`config.mk`:
```
export PLATFORM = sky130hd
export DESIGN_NAME = pvs_ctrl
export DESIGN_NICKNAME = d
export VERILOG_FILES = /design/src/design/pvs_pkg.sv /design/src/design/pvs_ctrl.sv
export SDC_FILE = /design/constraint.sdc
export NUM_CORES = 1
export LEC_CHECK = 0
export ABC_AREA = 1
export ABC_CLOCK_PERIOD_IN_PS = 1400
export BUFFER_PORTS_ARGS = -buffer_cell sky130_fd_sc_hd__buf_2
export CORE_MARGIN = 2
export CORE_UTILIZATION = 46
export DETAILED_ROUTE_END_ITERATION = 12
export GPL_TIMING_DRIVEN = 0
export PLACE_DENSITY_LB_ADDON = 0.3
export SETUP_SLACK_MARGIN = 0.3
export SYNTH_ARGS = -nofsm -noshare
export SYNTH_HDL_FRONTEND = slang
export SYNTH_SLANG_ARGS = --single-unit
```
`constraint.sdc`:
```
create_clock -name clk_i -period 1.4 [get_ports clk_i]
set_input_delay 0.14 -clock clk_i [delete_from_list [all_inputs] [get_ports clk_i]]
set_output_delay 0.14 -clock clk_i [all_outputs]
set_load 0.05 [all_outputs]
```
`src/design/pvs_pkg.sv`:
```
package pvs_pkg;

  // configuration register indexes
  localparam logic [2:0] REG_KP          = 3'd0;
  localparam logic [2:0] REG_KI          = 3'd1;
  localparam logic [2:0] REG_KD          = 3'd2;
  localparam logic [2:0] REG_MAX_ACCEL   = 3'd3;
  localparam logic [2:0] REG_MAX_SPEED   = 3'd4;
  localparam logic [2:0] REG_USTEP_ANGLE = 3'd5;
  localparam logic [2:0] REG_EXT_MODE    = 3'd6;
  localparam logic [2:0] REG_EN_LOW      = 3'd7;

  // register reset values
  localparam logic [30:0] MAX_ACCEL_RST = 31'd131072;
  localparam logic [30:0] MAX_SPEED_RST = 31'd655360;
  localparam logic [31:0] USTEP_RST     = 32'd134929349;

  // dt clamp for the slew limit: 1 ms and 20 ms in Q0.24
  localparam logic [18:0] DT_MIN = 19'd16777;
  localparam logic [18:0] DT_MAX = 19'd335544;

  // derivative divider: 56-bit dividend, 24-bit divisor, 4 quotient bits a cycle
  localparam int DIV_DW   = 56;
  localparam int DIV_VW   = 24;
  localparam int DIV_BITS = 4;
  localparam int DIV_ITER = DIV_DW / DIV_BITS;
  localparam int DIV_CW   = $clog2(DIV_ITER + 1);

  // datapath operation codes
  localparam logic [4:0] OP_IDLE  = 5'd0;
  localparam logic [4:0] OP_LATCH = 5'd1;
  localparam logic [4:0] OP_SET   = 5'd2;
  localparam logic [4:0] OP_MSTEP = 5'd3;
  localparam logic [4:0] OP_TGT   = 5'd4;
  localparam logic [4:0] OP_DIS   = 5'd5;
  localparam logic [4:0] OP_ERR   = 5'd6;
  localparam logic [4:0] OP_MKI   = 5'd7;
  localparam logic [4:0] OP_IMAG  = 5'd8;
  localparam logic [4:0] OP_MHI   = 5'd9;
  localparam logic [4:0] OP_MLO   = 5'd10;
  localparam logic [4:0] OP_IACC  = 5'd11;
  localparam logic [4:0] OP_IADD  = 5'd12;
  localparam logic [4:0] OP_MKP   = 5'd13;
  localparam logic [4:0] OP_PSAVE = 5'd14;
  localparam logic [4:0] OP_DERIV = 5'd15;
  localparam logic [4:0] OP_MKD   = 5'd16;
  localparam logic [4:0] OP_DSUM  = 5'd17;
  localparam logic [4:0] OP_MDV   = 5'd18;
  localparam logic [4:0] OP_SLEW  = 5'd19;
  localparam logic [4:0] OP_CLAMP = 5'd20;
  localparam logic [4:0] OP_PUB   = 5'd21;

  typedef struct packed {
    logic [4:0] op;
    logic       div_start;
  } pvs_cmd_t;

  typedef struct packed {
    logic disabled;
    logic div_done;
  } pvs_sts_t;

endpackage

```
`src/design/pvs_ctrl.sv`:
```
module pvs_ctrl import pvs_pkg::*; (
  input  logic     clk_i,
  input  logic     rst_ni,
  input  logic     in_valid_i,
  input  logic     in_op_i,
  output logic     in_ready_o,
  output logic     out_valid_o,
  input  logic     out_ready_i,
  input  pvs_sts_t sts_i,
  output pvs_cmd_t cmd_o
);

  localparam logic [4:0] ST_IDLE  = 5'd0;
  localparam logic [4:0] ST_SET   = 5'd1;
  localparam logic [4:0] ST_MSTEP = 5'd2;
  localparam logic [4:0] ST_TGT   = 5'd3;
  localparam logic [4:0] ST_DIS   = 5'd4;
  localparam logic [4:0] ST_ERR   = 5'd5;
  localparam logic [4:0] ST_MKI   = 5'd6;
  localparam logic [4:0] ST_IMAG  = 5'd7;
  localparam logic [4:0] ST_MHI   = 5'd8;
  localparam logic [4:0] ST_MLO   = 5'd9;
  localparam logic [4:0] ST_IACC  = 5'd10;
  localparam logic [4:0] ST_IADD  = 5'd11;
  localparam logic [4:0] ST_MKP   = 5'd12;
  localparam logic [4:0] ST_PSAVE = 5'd13;
  localparam logic [4:0] ST_DWAIT = 5'd14;
  localparam logic [4:0] ST_DERIV = 5'd15;
  localparam logic [4:0] ST_MKD   = 5'd16;
  localparam logic [4:0] ST_DSUM  = 5'd17;
  localparam logic [4:0] ST_MDV   = 5'd18;
  localparam logic [4:0] ST_SLEW  = 5'd19;
  localparam logic [4:0] ST_CLAMP = 5'd20;
  localparam logic [4:0] ST_PUB   = 5'd21;

  logic [4:0] state_q, state_d;
  logic       out_valid_q, out_valid_d;
  logic       slot_free;

  assign slot_free = !out_valid_q || out_ready_i;

  // sequencer
  always_comb begin
    state_d       = state_q;
    out_valid_d   = out_valid_q && !out_ready_i;
    cmd_o.op        = OP_IDLE;
    cmd_o.div_start = 1'b0;
    in_ready_o    = 1'b0;
    case (state_q)
      ST_IDLE: begin
        in_ready_o = 1'b1;
        if (in_valid_i) begin
          cmd_o.op = OP_LATCH;
          state_d  = in_op_i ? ST_SET : ST_MSTEP;
        end
      end
      ST_SET: begin
        cmd_o.op = OP_SET;
        state_d  = ST_PUB;
      end
      ST_MSTEP: begin
        cmd_o.op = OP_MSTEP;
        state_d  = ST_TGT;
      end
      ST_TGT: begin
        cmd_o.op = OP_TGT;
        state_d  = sts_i.disabled ? ST_DIS : ST_ERR;
      end
      ST_DIS: begin
        cmd_o.op = OP_DIS;
        state_d  = ST_PUB;
      end
      ST_ERR: begin
        cmd_o.op        = OP_ERR;
        cmd_o.div_start = 1'b1;
        state_d         = ST_MKI;
      end
      ST_MKI: begin
        cmd_o.op = OP_MKI;
        state_d  = ST_IMAG;
      end
      ST_IMAG: begin
        cmd_o.op = OP_IMAG;
        state_d  = ST_MHI;
      end
      ST_MHI: begin
        cmd_o.op = OP_MHI;
        state_d  = ST_MLO;
      end
      ST_MLO: begin
        cmd_o.op = OP_MLO;
        state_d  = ST_IACC;
      end
      ST_IACC: begin
        cmd_o.op = OP_IACC;
        state_d  = ST_IADD;
      end
      ST_IADD: begin
        cmd_o.op = OP_IADD;
        state_d  = ST_MKP;
      end
      ST_MKP: begin
        cmd_o.op = OP_MKP;
        state_d  = ST_PSAVE;
      end
      ST_PSAVE: begin
        cmd_o.op = OP_PSAVE;
        state_d  = ST_DWAIT;
      end
      ST_DWAIT: begin
        if (sts_i.div_done) state_d = ST_DERIV;
      end
      ST_DERIV: begin
        cmd_o.op = OP_DERIV;
        state_d  = ST_MKD;
      end
      ST_MKD: begin
        cmd_o.op = OP_MKD;
        state_d  = ST_DSUM;
      end
      ST_DSUM: begin
        cmd_o.op = OP_DSUM;
        state_d  = ST_MDV;
      end
      ST_MDV: begin
        cmd_o.op = OP_MDV;
        state_d  = ST_SLEW;
      end
      ST_SLEW: begin
        cmd_o.op = OP_SLEW;
        state_d  = ST_CLAMP;
      end
      ST_CLAMP: begin
        cmd_o.op = OP_CLAMP;
        state_d  = ST_PUB;
      end
      ST_PUB: begin
        // wait for the output register to free up
        if (slot_free) begin
          cmd_o.op    = OP_PUB;
          out_valid_d = 1'b1;
          state_d     = ST_IDLE;
        end
      end
      default: state_d = ST_IDLE;
    endcase
  end

  always_ff @(posedge clk_i or negedge rst_ni) begin
    if (!rst_ni) begin
      state_q     <= ST_IDLE;
      out_valid_q <= 1'b0;
    end else begin
      state_q     <= state_d;
      out_valid_q <= out_valid_d;
    end
  end

  assign out_valid_o = out_valid_q;

endmodule

```
==> impl_results.md <==
* Status: complete, but fails checks
* Failing checks: negative setup slack
* GPL Wtd Cong at 0.912
* Slew headroom at 76.8%
* Max Cap Viol at 0
* Crit path largest cell delay at 510 ps
* Final setup fails at 10
* Drt pass-1 iters at 6
* Grt ovf at 0
* Final clock skew at 2.61 ps
* First-pass GRT wire length at 3710 um
* Family with the most delay on the worst path: simple AND/OR/NAND/NOR gates
* Syn Area/Cell at 5.40 um2
* #FFs+latches synth at 6
* Vias in the first global route at 849
* I/O pin cnt at 15
* Leading area contributor after synthesis: dfrtp_1
* RSZ-0062 raised after global routing: yes
* Post-Syn Nets at 123
* Starting Density at 48.8%
* CP Class: reg2out
* Crit-path max FO at 6
* Achievable clock frequency at 0.523 GHz
* Die Width at 40.9 um
* WP data required at 1260 ps
* Port bufs at 14
* Final Hold Vio Count at 0
* Largest net degree at the start of global routing at 11
* CP dominant cell by count: nor2_1
* Vias at 1100
* Top post-synthesis cells by area: dfrtp_1, nand2_1, nor2_1
* Multi-input gate area at 542 um2
* CTS H-tree lvls at 1
* CTS tree: yes
* FILL cells at 59
* # diodes at 0
* Chip Height at 40.9 um
* Most frequent cells in the layout: nand2_1, buf_4, nor2_1
* Post-synthesis cell area at 627 um2
* Synthesis Warnings at 0
* Floorplan row count at 13
* Reg clk slew, reported paths at 50 ps
* Synth unique cells at 15
* DPL Wire Length at 1420 um
* Inserted Clock Buffers at 3
* Sequential cell area at 156 um2
* Share of layout cells above drive strength 1 at 50.3%
* Worst path slowest cell: dfrtp_2
* Period utilization at 136%
* Syn-to-layout area delta at 86.0%
* Area of the core at 0.00128 mm2
* Drc violations at 0
* Final core occ at 90.7%
* Bufs on Longest Clock Path at 2
* Via density at 6.47
* Layout net count at 163
* Post-DRT Antenna Nets at 0
* Setup ws final at -511 ps
* Top-area cell type share of the netlist area at 24.0%
* Initial antenna violation count at 0
* Minimum clock period at 1910 ps
* Worst-margin pin slew at 344 ps
* Seq/Total Area, Yosys at 24.0%
* CTS Sinks at 6
* Hold crit path type: in2reg
* Slew Viols, Final at 0
* Post-synthesis instance total at 116
* Final WL at 3330 um
* Root Driver: clkbuf_4
* Critical Path Sink Type: output pin
* Worst path cell trace: inv_4 > nor2_1 > nand3_1 > nor2_1 > a21oi_1 > nand4_1 > buf_6
* Total track usage at 34.1%
* Die ar. at 0.00167 mm2
* Buf+Inv Stages, Crit Path at 2
* Worst Setup Start Kind: flip-flop
* Critical Path AT at 1770 ps
* Drt initial violations at 112
* Most common cell after layout, fill and taps aside: nand2_1
* WL/cell at 19.6 um
* Later-pin clock latency in the skew report at 260 ps
[metrics by stage]
step	cell area [um2]	instances	worst slack, ps	setup TNS [ps]	hold slack, ps
final	1170	170	-511	-3080	196
after CTS	1090	165	-290	-1260	161
after global routing	1170	170	-532	-3410	220
after floorplan	719	116	-338	-468	-156
after detailed placement	808	145	-150	-686	-35.7
after global placement	808	145	-141	-593	-39.3
[worst paths after layout]
check / cells past startpoint / end / slack [ps] / start
worst max-delay path: 7 / cmd_o[1] / -510 / state_q[0]
worst min-delay path: 3 / state_q[1] / 200 / sts_i[0]
worst max register to register: 11 / state_q[2] / -330 / state_q[0]
worst min register to register: 2 / out_valid_o / 680 / out_valid_o
max in group asynchronous: 2 / state_q[2] / 1010 / rst_ni
min in group asynchronous: 2 / state_q[4] / 240 / rst_ni
[metal layers]
metal / up-vias / part of all wire [%] / track usage (%)
li1: 452 / - / -
met1: 497 / 36 / 42.5
met2: 119 / 45 / 52.0
met3: 32 / 14 / 13.0
met4: 0 / 4.8 / 14.2
met5: - / 0 / 0
[worst reg2reg max path: cells and delay by family (launching register included)]
kind                   cells  cell delay [ps]
buffers and inverters      3              350
and+or+nand+nor            8              760
DFF                        1              510
[sequential cells by signal, indices dropped and copies added (netlist names)]
signal	flops
out_valid_o	1
state_q	5
[cells by family (layout without fill, tap and decap cells)]
group	count (synthesis)	in the layout	share of synthesized area [%]
AOI/OAI and AO/OA	9	9	8.58
buffers and inverters	20	59	13.4
and+or+nand+nor	81	81	54.1
DFF	6	6	24.0
[final cells by class]
cell class / count / share of cell area (%)
buffer: 3 / 3.22
clock buffer: 4 / 2.25
inverter: 17 / 6.87
multi-input combinational: 90 / 46.5
sequential: 6 / 13.4
tap: 15 / 1.61
timing repair buffer: 35 / 26.2
[cells in the mapped netlist (all sizes together)]
cell type	count
dfrtp	6
nor3	1
a21oi	3
nand2	37
o21ai	4
nand3b	1
o221ai	1
inv	17
nor2	22
nand3	16
o22ai	1
nand4	4
buf	3
[repair_timing]
item                       in CTS  in global routing
setup buffers                  15                  5
setup endpoints to repair      12                 12
hold endpoints to repair        6                  0
hold buffers                    1                  0
pin swaps                       5                  5
gates resized for setup        37                 14
Power is left out: the tool's default activity adds up to more than one toggle a clock period on the data nets, which glitch-free logic cannot reach.
